==> src/rsi_pkg.sv <==
package rsi_pkg;

   // Field widths of the span word and the pixel word.
   localparam int COLOR_W   = 32;
   localparam int LEN_W     = 7;
   localparam int PIXEL_W   = 16;
   localparam int REQ_W     = 200;
   localparam int DEF_MAX_SPAN = 64;

   // Channel ranges in 16.16 form.
   localparam logic [COLOR_W-1:0] RB_MAX = COLOR_W'(31 << 16);
   localparam logic [COLOR_W-1:0] G_MAX  = COLOR_W'(63 << 16);

   // Bit positions of the integer parts that make up an RGB565 pixel.
   localparam int FRAC_W   = 16;
   localparam int RB_BITS  = 5;
   localparam int G_BITS   = 6;

   // The clamped end minus the clamped start fits in a signed 23-bit value.
   localparam int DIFF_W   = 23;
   localparam int MAG_W    = DIFF_W - 1;
   localparam int DCNT_W   = $clog2(MAG_W + 1);

   typedef enum logic [1:0] {
      ST_IDLE,
      ST_PREP,
      ST_DIV,
      ST_EMIT
   } rsi_state_type;

   typedef enum logic [1:0] {
      CH_RED,
      CH_GREEN,
      CH_BLUE
   } rsi_chan_type;

   typedef struct packed {
      logic                     start;
      logic signed [DIFF_W-1:0] dividend;
      logic [LEN_W-1:0]         divisor;
   } rsi_div_req_type;

   typedef struct packed {
      logic               done;
      logic [COLOR_W-1:0] quotient;
   } rsi_div_rsp_type;

endpackage

==> src/rgb565_span_interpolator.sv <==
// Channel | Direction | Word contents (lowest bit first)
// req     | in        | red_start, green_start, blue_start, red_delta, green_delta,
//         |           | blue_delta (32 bits each), span_length (7), one zero pad bit
// rsp     | out       | pixel (16 bits); last_pixel travels as rsp_tlast
//
// A span is accepted, then each channel is set up in turn; a channel whose step has to
// be recomputed also passes through the serial divider, which retires one quotient bit
// a cycle (22 bits); then one pixel leaves per cycle while rsp_tready is high.
// A span of length zero produces no word and frees the block after set-up.
// Reset is synchronous and active high; it returns the sequencer to idle.
// A stalled result holds its word; a new span is taken only once the last pixel left.
module rgb565_span_interpolator
   import rsi_pkg::*;
#(
   parameter int MAX_SPAN = DEF_MAX_SPAN
)
(
   input  logic               clock,
   input  logic               reset,
   input  logic               req_tvalid,
   output logic               req_tready,
   // red_start [31:0], green_start [63:32], blue_start [95:64], red_delta [127:96],
   // green_delta [159:128], blue_delta [191:160], span_length [198:192], zero [199]
   input  logic [REQ_W-1:0]   req_tdata,
   output logic               rsp_tvalid,
   input  logic               rsp_tready,
   // pixel [15:0]
   output logic [PIXEL_W-1:0] rsp_tdata,
   output logic               rsp_tlast
);

   rsi_state_type       state_ff, state_in;
   rsi_chan_type        chan_ff, chan_in;
   logic [COLOR_W-1:0]  start_ff [3];
   logic [COLOR_W-1:0]  start_in [3];
   logic [COLOR_W-1:0]  delta_ff [3];
   logic [COLOR_W-1:0]  delta_in [3];
   logic [COLOR_W-1:0]  acc_ff [3];
   logic [COLOR_W-1:0]  acc_in [3];
   logic [COLOR_W-1:0]  inc_ff [3];
   logic [COLOR_W-1:0]  inc_in [3];
   logic [LEN_W-1:0]    span_ff, span_in;
   logic [LEN_W-1:0]    remaining_ff, remaining_in;

   logic                req_fire;
   logic                rsp_fire;
   logic [LEN_W-1:0]    req_len;
   logic [COLOR_W-1:0]  cur_start;
   logic [COLOR_W-1:0]  cur_delta;
   logic [COLOR_W-1:0]  cur_hi;
   logic [COLOR_W-1:0]  clamp_start;
   logic [COLOR_W+LEN_W-1:0] prod;
   logic [COLOR_W-1:0]  end_val;
   logic [COLOR_W-1:0]  clamp_end;
   logic                need_fix;
   logic                last_chan;

   rsi_div_req_type     div_req;
   rsi_div_rsp_type     div_rsp;

   rsi_div u_div (
      .clock   (clock),
      .reset   (reset),
      .div_req (div_req),
      .div_rsp (div_rsp)
   );

   assign req_fire = req_tvalid && req_tready;
   assign rsp_fire = rsp_tvalid && rsp_tready;

   // Over-long spans are cut to the largest supported length.
   assign req_len = (req_tdata[6*COLOR_W +: LEN_W] > LEN_W'(MAX_SPAN))
                  ? LEN_W'(MAX_SPAN) : req_tdata[6*COLOR_W +: LEN_W];

   // Per-channel set-up: clamp the start, form and clamp the end value.
   assign cur_start = start_ff[chan_ff];
   assign cur_delta = delta_ff[chan_ff];
   assign cur_hi    = (chan_ff == CH_GREEN) ? G_MAX : RB_MAX;

   always_comb begin
      if (cur_start[COLOR_W-1]) begin
         clamp_start = '0;
      end else if ($signed(cur_start) > $signed(cur_hi)) begin
         clamp_start = cur_hi;
      end else begin
         clamp_start = cur_start;
      end
   end

   assign prod    = cur_delta * span_ff;
   assign end_val = clamp_start + prod[COLOR_W-1:0];

   always_comb begin
      if (end_val[COLOR_W-1]) begin
         clamp_end = '0;
      end else if ($signed(end_val) > $signed(cur_hi)) begin
         clamp_end = cur_hi;
      end else begin
         clamp_end = end_val;
      end
   end

   assign need_fix  = ((clamp_start != cur_start) || (clamp_end != end_val))
                      && (span_ff != '0);
   assign last_chan = (chan_ff == CH_BLUE);

   // The divider takes the clamped span of values over the pixel count.
   assign div_req.start    = (state_ff == ST_PREP) && need_fix;
   assign div_req.dividend = DIFF_W'(clamp_end[DIFF_W-1:0] - clamp_start[DIFF_W-1:0]);
   assign div_req.divisor  = span_ff;

   // Sequencer: set up each channel in turn, then stream the pixels.
   always_comb begin
      state_in     = state_ff;
      chan_in      = chan_ff;
      start_in     = start_ff;
      delta_in     = delta_ff;
      acc_in       = acc_ff;
      inc_in       = inc_ff;
      span_in      = span_ff;
      remaining_in = remaining_ff;
      unique case (state_ff)
         ST_IDLE: begin
            if (req_fire) begin
               for (int i = 0; i < 3; i++) begin
                  start_in[i] = req_tdata[i*COLOR_W +: COLOR_W];
                  delta_in[i] = req_tdata[(i+3)*COLOR_W +: COLOR_W];
               end
               span_in  = req_len;
               chan_in  = CH_RED;
               state_in = ST_PREP;
            end
         end
         ST_PREP: begin
            acc_in[chan_ff] = clamp_start;
            inc_in[chan_ff] = cur_delta;
            if (need_fix) begin
               state_in = ST_DIV;
            end else if (last_chan) begin
               remaining_in = span_ff;
               state_in     = (span_ff != '0) ? ST_EMIT : ST_IDLE;
            end else begin
               chan_in = rsi_chan_type'(chan_ff + 2'd1);
            end
         end
         ST_DIV: begin
            if (div_rsp.done) begin
               inc_in[chan_ff] = div_rsp.quotient;
               if (last_chan) begin
                  remaining_in = span_ff;
                  state_in     = ST_EMIT;
               end else begin
                  chan_in  = rsi_chan_type'(chan_ff + 2'd1);
                  state_in = ST_PREP;
               end
            end
         end
         ST_EMIT: begin
            if (rsp_fire) begin
               for (int i = 0; i < 3; i++) begin
                  acc_in[i] = acc_ff[i] + inc_ff[i];
               end
               remaining_in = remaining_ff - LEN_W'(1);
               if (remaining_ff == LEN_W'(1)) begin
                  state_in = ST_IDLE;
               end
            end
         end
         default: begin
            state_in = ST_IDLE;
         end
      endcase
   end

   always_ff @(posedge clock) begin
      if (reset) begin
         state_ff     <= ST_IDLE;
         chan_ff      <= CH_RED;
         remaining_ff <= '0;
      end else begin
         state_ff     <= state_in;
         chan_ff      <= chan_in;
         remaining_ff <= remaining_in;
      end
   end

   always_ff @(posedge clock) begin
      start_ff <= start_in;
      delta_ff <= delta_in;
      acc_ff   <= acc_in;
      inc_ff   <= inc_in;
      span_ff  <= span_in;
   end

   // Ports: the pixel is built straight from the accumulator registers.
   assign req_tready = (state_ff == ST_IDLE);
   assign rsp_tvalid = (state_ff == ST_EMIT);
   assign rsp_tdata  = {acc_ff[CH_RED][FRAC_W +: RB_BITS],
                        acc_ff[CH_GREEN][FRAC_W +: G_BITS],
                        acc_ff[CH_BLUE][FRAC_W +: RB_BITS]};
   assign rsp_tlast  = (remaining_ff == LEN_W'(1));

endmodule

==> src/rsi_div.sv <==
module rsi_div
   import rsi_pkg::*;
(
   input  logic            clock,
   input  logic            reset,
   input  rsi_div_req_type div_req,
   output rsi_div_rsp_type div_rsp
);

   logic [LEN_W:0]      rem_ff, rem_in;
   logic [MAG_W-1:0]    quo_ff, quo_in;
   logic                neg_ff, neg_in;
   logic [DCNT_W-1:0]   count_ff, count_in;
   logic                busy_ff, busy_in;
   logic                done_ff, done_in;

   logic [DIFF_W-1:0]   abs_dividend;
   logic [LEN_W:0]      trial;
   logic [LEN_W:0]      divisor_ext;
   logic                fits;
   logic [MAG_W-1:0]    quo_mag;
   logic [DIFF_W-1:0]   quo_signed;

   // Held divisor for the whole division.
   logic [LEN_W-1:0]    divisor_ff, divisor_in;

   // Magnitude of the dividend; the quotient sign is restored at the end.
   assign abs_dividend = div_req.dividend[DIFF_W-1] ? DIFF_W'(-div_req.dividend)
                                                    : DIFF_W'(div_req.dividend);

   // One restoring step per cycle: shift in the next dividend bit and try to subtract.
   assign trial       = {rem_ff[LEN_W-1:0], quo_ff[MAG_W-1]};
   assign divisor_ext = {1'b0, divisor_ff};
   assign fits        = (trial >= divisor_ext);

   always_comb begin
      rem_in     = rem_ff;
      quo_in     = quo_ff;
      neg_in     = neg_ff;
      count_in   = count_ff;
      busy_in    = busy_ff;
      done_in    = 1'b0;
      divisor_in = divisor_ff;
      if (div_req.start && !busy_ff) begin
         rem_in     = '0;
         quo_in     = abs_dividend[MAG_W-1:0];
         neg_in     = div_req.dividend[DIFF_W-1];
         count_in   = DCNT_W'(MAG_W);
         busy_in    = 1'b1;
         divisor_in = div_req.divisor;
      end else if (busy_ff) begin
         rem_in   = fits ? (trial - divisor_ext) : trial;
         quo_in   = {quo_ff[MAG_W-2:0], fits};
         count_in = count_ff - DCNT_W'(1);
         if (count_ff == DCNT_W'(1)) begin
            busy_in = 1'b0;
            done_in = 1'b1;
         end
      end
   end

   always_ff @(posedge clock) begin
      if (reset) begin
         busy_ff  <= 1'b0;
         done_ff  <= 1'b0;
         count_ff <= '0;
      end else begin
         busy_ff  <= busy_in;
         done_ff  <= done_in;
         count_ff <= count_in;
      end
   end

   always_ff @(posedge clock) begin
      rem_ff     <= rem_in;
      quo_ff     <= quo_in;
      neg_ff     <= neg_in;
      divisor_ff <= divisor_in;
   end

   // Truncation toward zero: negate the magnitude quotient for a negative dividend.
   assign quo_mag    = quo_ff;
   assign quo_signed = neg_ff ? DIFF_W'(-{1'b0, quo_mag}) : {1'b0, quo_mag};

   assign div_rsp.done     = done_ff;
   assign div_rsp.quotient = {{(COLOR_W-DIFF_W){quo_signed[DIFF_W-1]}}, quo_signed};

endmodule

==> config.mk <==
export PLATFORM = sky130hd
export DESIGN_NAME = rgb565_span_interpolator
export DESIGN_NICKNAME = d
export VERILOG_FILES = /design/src/rsi_pkg.sv /design/src/rgb565_span_interpolator.sv /design/src/rsi_div.sv
export SDC_FILE = /design/constraint.sdc
export NUM_CORES = 1
export LEC_CHECK = 0
export BUFFER_PORTS_ARGS = -buffer_cell sky130_fd_sc_hd__buf_4
export CORE_UTILIZATION = 55
export CTS_CLUSTER_DIAMETER = 100
export DETAILED_ROUTE_END_ITERATION = 8
export HOLD_SLACK_MARGIN = 0.08
export PLACE_DENSITY = 0.74
export SETUP_SLACK_MARGIN = 0.05
export SKIP_LAST_GASP = 1
export SLEW_MARGIN = 20
export SYNTH_ARGS = -nofsm -noshare
export SYNTH_HDL_FRONTEND = slang
export SYNTH_SLANG_ARGS = --single-unit
==> constraint.sdc <==
create_clock -name clock -period 13.8 [get_ports clock]
set_input_delay 2.07 -clock clock [delete_from_list [all_inputs] [get_ports clock]]
set_output_delay 2.07 -clock clock [all_outputs]
set_load 0.005 [all_outputs]
* Yosys cells after proc, flatten, opt, wreduce, memory -nomap -nowiden
Cells that the tools add are included.
Cells by class: $add $sub $neg 11, multipliers 1, order comparisons 6, equal/unequal tests 15, multiplexer cells 50, bitwise operators 2, reductions and logical operators 23
Operators by type and width (number):
- $pmux 96 s2 | 2
- $bwmux 96 | 3
- $mux 96 | 2
- $mux 32 | 5
- $add 32x32->32 | 4
- $bmux 32 s2 | 2
- $mux 31 | 4
- $mux 22 | 4
- $demux 32 s2 | 1
- $gt 32x23->1 | 2
- $ne 32x32->1 | 2
- $mux 7 | 5
- $mul 32x7->32 | 1
- $mux 2 | 12
- $mux 23 | 1
- $neg 22->23 | 1
- $sub 23x23->23 | 1
- $neg 22->22 | 1
- $pmux 7 s3 | 1
- $mux 5 | 2
- $ge 8x7->1 | 1
- $ne 2x1->1 const B | 4
- $pmux 2 s4 | 1
- $reduce_and 4->1 | 2
- other kinds (28) | 44
Word-level totals: bits in registers 446, bits of input ports 204, word-level logic and storage cells 132

* Depth between registers and ports, before layout
depth after elaboration 17, gate-level depth with buffers 50, gate-level depth less buffers 43

* Modules after synthesis
Synthesis repeated with hierarchy kept, for this count alone.
Second synthesis, totals: cell total of the unflattened synthesis 2630, area, all modules 27202.3 um2
By module, submodules not included:
- rgb565_span_interpolator | instances 1, cells each 2289, area an instance 24099.4 um2, seq. area each 10039.6 um2
- rsi_div | instances 1, cells each 341, area an instance 3103.0 um2, seq. area each 1181.1 um2

* Worst setup path after synthesis
Ideal clock, no wire load.
kind reg2reg, start register chan_ff[0], end register u_div.quo_ff[20] (data pin), arrival 11.349 ns, required time 13.540 ns, path slack 2.191 ns, stages on the path, launching flop included 47, buffers on the path 8, clock period less this slack 11.609 ns, cells stage by stage dfxtp_1 > buf_2 > buf_2 > buf_2 > buf_1 > clkbuf_1 > mux2i_1 > o21ai_0 > nand2_1 > fa_1 > fa_1 > inv_1 > fa_1 > inv_1 > fa_1 > inv_1 > ha_1 > buf_2 > [... 11 more ...] > buf_6 > clkbuf_1 > nand2_1 > ha_1 > fa_1 > inv_1 > a21oi_1 > a211oi_1 > o21ai_0 > nand2b_1 > a31oi_1 > xnor2_1 > or4b_4 > a2111oi_4 > and4_4 > a21oi_2 > xnor2_1 > mux2_2
On the way: cells in the longest elaborated chain, start to end 17
Ends and longest elaborated chain:
- start, declared | line rgb565_span_interpolator.sv:33 | rsi_chan_type chan_ff, chan_in;
- start signal, assigned | line rgb565_span_interpolator.sv:182 | chan_ff <= chan_in;
- branches (longest 16 deep; another with $mul 32x7->32)
- $mux 22 (*) | line rsi_div.sv:44 | if (div_req.start && !busy_ff) begin
- via u_div.quo_in[20] | line rsi_div.sv:11 | logic [MAG_W-1:0] quo_ff, quo_in;
- end signal, assigned | line rsi_div.sv:76 | quo_ff <= quo_in;
- end, declared | line rsi_div.sv:11
Mark *: on every way through the listed nets, which the timed path passes. The select of a mux whose other input is x is not followed. A chain may end at the register's enable or synchronous reset.

* Final worst setup path
Ends and elaborated chain as after synthesis.

==> out/metrics.yaml <==
run_status:
  status: "finished, final reports clean"
placed_design:
  gp_congestion: 0.912
  numPortBuffers: 221
  place_area_um2: 29700
  pre_cts_ws_ps: 1340
  place_hpwl_um: 51500
  dp_cells: 3442
cts:
  cts.path.max_buffers: 3
  clkLatencyLatePin_ps: 580
  numCtsBuffers: 42
  cts_tree: "yes"
  htreeDepth: 2
  cts_root_buf: "clkbuf_16"
  postCtsHoldBufs: 0
  clkTransAtPathRegs_ps: 60
  cts.sinks: 382
  ctsResizeCount: 0
  postCtsSetupBuffers: 0
synth:
  yosys.area.top_type: "edfxtp_1"
  seq_area_frac_synth_pct: 40.9
  yosysWarnings: 0
  synth_ff_type: "edfxtp_1"
  netlist_area_um2: 27400
  synth_most_common_cell: "edfxtp_1"
  synth_commonest_cells: "edfxtp_1 (357), inv_1 (288), nand2_1 (259)"
  synth_top_cell_area_share_pct: 39.1
  avgSynthCellArea_um2: 10.4
  synthArstFlopShare_pct: 0
  synth-seq-cells: 382
  syn_inst: 2636
  synth-edff-count: 357
  synth_cell_types: 88
  synth.top_cells.by_area: "edfxtp_1 (39%), fa_1 (12%), ha_1 (6.7%), and2_1 (4.0%), inv_1 (3.9%)"
timing:
  finalHoldViolations: 0
  slew_headroom_pct: 18.5
  fin_tns_setup_ps: 0
  fin_ws_ps: 1210
  worstMarginPinSlew_ps: 1210
  setup_violations: 0
  rsz0062_at_grt: "no"
  finalClockSkew_ps: 20.2
  timing.fmax_mhz: 79.4
  post-route-period-util_pct: 91.2
  period_needed_ps: 12590
  finalMaxSlewViolations: 0
die:
  io_pins: 223
  core-area_um2: 49100
  rows: 81
  dieWidth_um: 225
  dieHeight_um: 225
  die_area_um2: 50800
  initial_core_util_pct: 55.9
critical_path:
  worstSetupStartpointType: "register"
  required_ps: 14120
  path_class: "reg2reg"
  crit_slowest_cell: "dfxtp_4"
  cp-end-kind: "register"
  slowest_delay_ps: 890
  cp_max_fo: 46
  worst_ep_arrival_time_ps: 12910
global_routing:
  gr-usage-all-layers_pct: 27.1
  grt_pass1_wl_um: 107000
  grt_pass1_vias: 20700
  grt_max_degree: 91
  antenna_found_initial: 1
  grt-ovfl-total: 0
cells_and_area:
  final_cell_area_um2: 30900
  finalNonFillerCells: 3519
  nets: 3338
  area_delta_synth_final_pct: 12.8
  diodes: 0
  drive_above_1_share_pct: 12.6
detailed_routing:
  wl_met3_um: 3910
  drc: 0
  vias_per_cell: 5.76
  drt_iter0_markers: 1543
  vias: 20300
  drt-met1-wl_um: 27500
  drt-total-wl_um: 67700
  top_layer: "met5"
  dr_wl_met2_um: 33300
  ant_nets: 0
  firstDrtPassIters: 6
  avgRoutedWirePerCell_um: 19.2
hold_path:
  worstHoldPathType: "reg2reg"
flow_run:
  maxCapViolCount: 0
==> final timing paths <==
kind / startpoint / endpoint / slack (ps) / cells past startpoint
worst max-delay path: chan_ff[0] / u_div.quo_ff[20] / 1210 / 42
worst min-delay path: u_div.rem_ff[6] / u_div.rem_ff[6] / 470 / 1
worst min register to register: u_div.rem_ff[6] / u_div.rem_ff[6] / 470 / 1
worst max register to register: chan_ff[0] / u_div.quo_ff[20] / 1210 / 42
==> cells in the final DEF, fill, tap and decap left out, types with 59 or more instances in the layout <==
master    count
o21ai_0     124
edfxtp_1    357
fa_1        166
xor2_1       59
xnor2_1      75
nor2_1      133
a21oi_1     114
nand2_1     259
inv_1       287
ha_1        146
and2_1      173
mux2i_1      65
buf_4       254
==> kinds of logic (layout without fill, tap and decap cells) <==
kind of cell | Yosys count | count (layout) | share of synthesized area (%)
simple gates | 782 | 782 | 14.3
compound gates | 543 | 543 | 13.1
buf+inv | 409 | 621 | 5.93
flops | 382 | 382 | 40.9
fa+ha+maj | 312 | 312 | 18.8
xor+xnor | 135 | 135 | 4.34
mux | 71 | 71 | 2.62
other cells | 2 | 9 | 0.0274
==> layout make-up <==
cell class / count / area [um^2]
Multi-Input combinational cell: 1852 / 14600
Clock buffer: 60 / 1120
Timing Repair Buffer: 255 / 1920
Sequential cell: 382 / 11200
Fill cell: 4043 / 18100
Clock inverter: 17 / 131
Tap cell: 664 / 831
Inverter: 289 / 1080
==> worst max-delay path: cells and delay by family, from the launching register on <==
family          cells  cell delay [ps]
buf+inv             6              970
fa+ha+maj           7             2780
flops               1              890
xor+xnor            2              480
mux                 1              260
simple gates       10             2770
compound gates     16             4080
==> layer usage <==
layer | up-vias | GRT usage [%]
met5 | - | 0
met4 | 2 | 12.3
met3 | 155 | 3.31
met2 | 648 | 46.8
met1 | 9923 | 34.2
li1 | 9556 | -
==> metrics by stage <==
stage	util (%)	hold slack, ps
finish	63.1	474
global route	63.1	504
CTS	63.0	476
detailed placement	60.5	461
global placement	60.5	447
floorplan	-	424
==> registers in the layout (all words and copies together), names as in the netlist, 7 cells and up <==
signal	flops
rsp_tdata	16
span_ff	7
remaining_ff	7
u_div.quo_ff	22
delta_ff	96
inc_ff	64
u_div.rem_ff	7
start_ff	96
acc_ff	48
u_div.divisor_ff	7
Power is left out: the tool's default activity adds up to more than one toggle a clock period on the data nets, which glitch-free logic cannot reach.
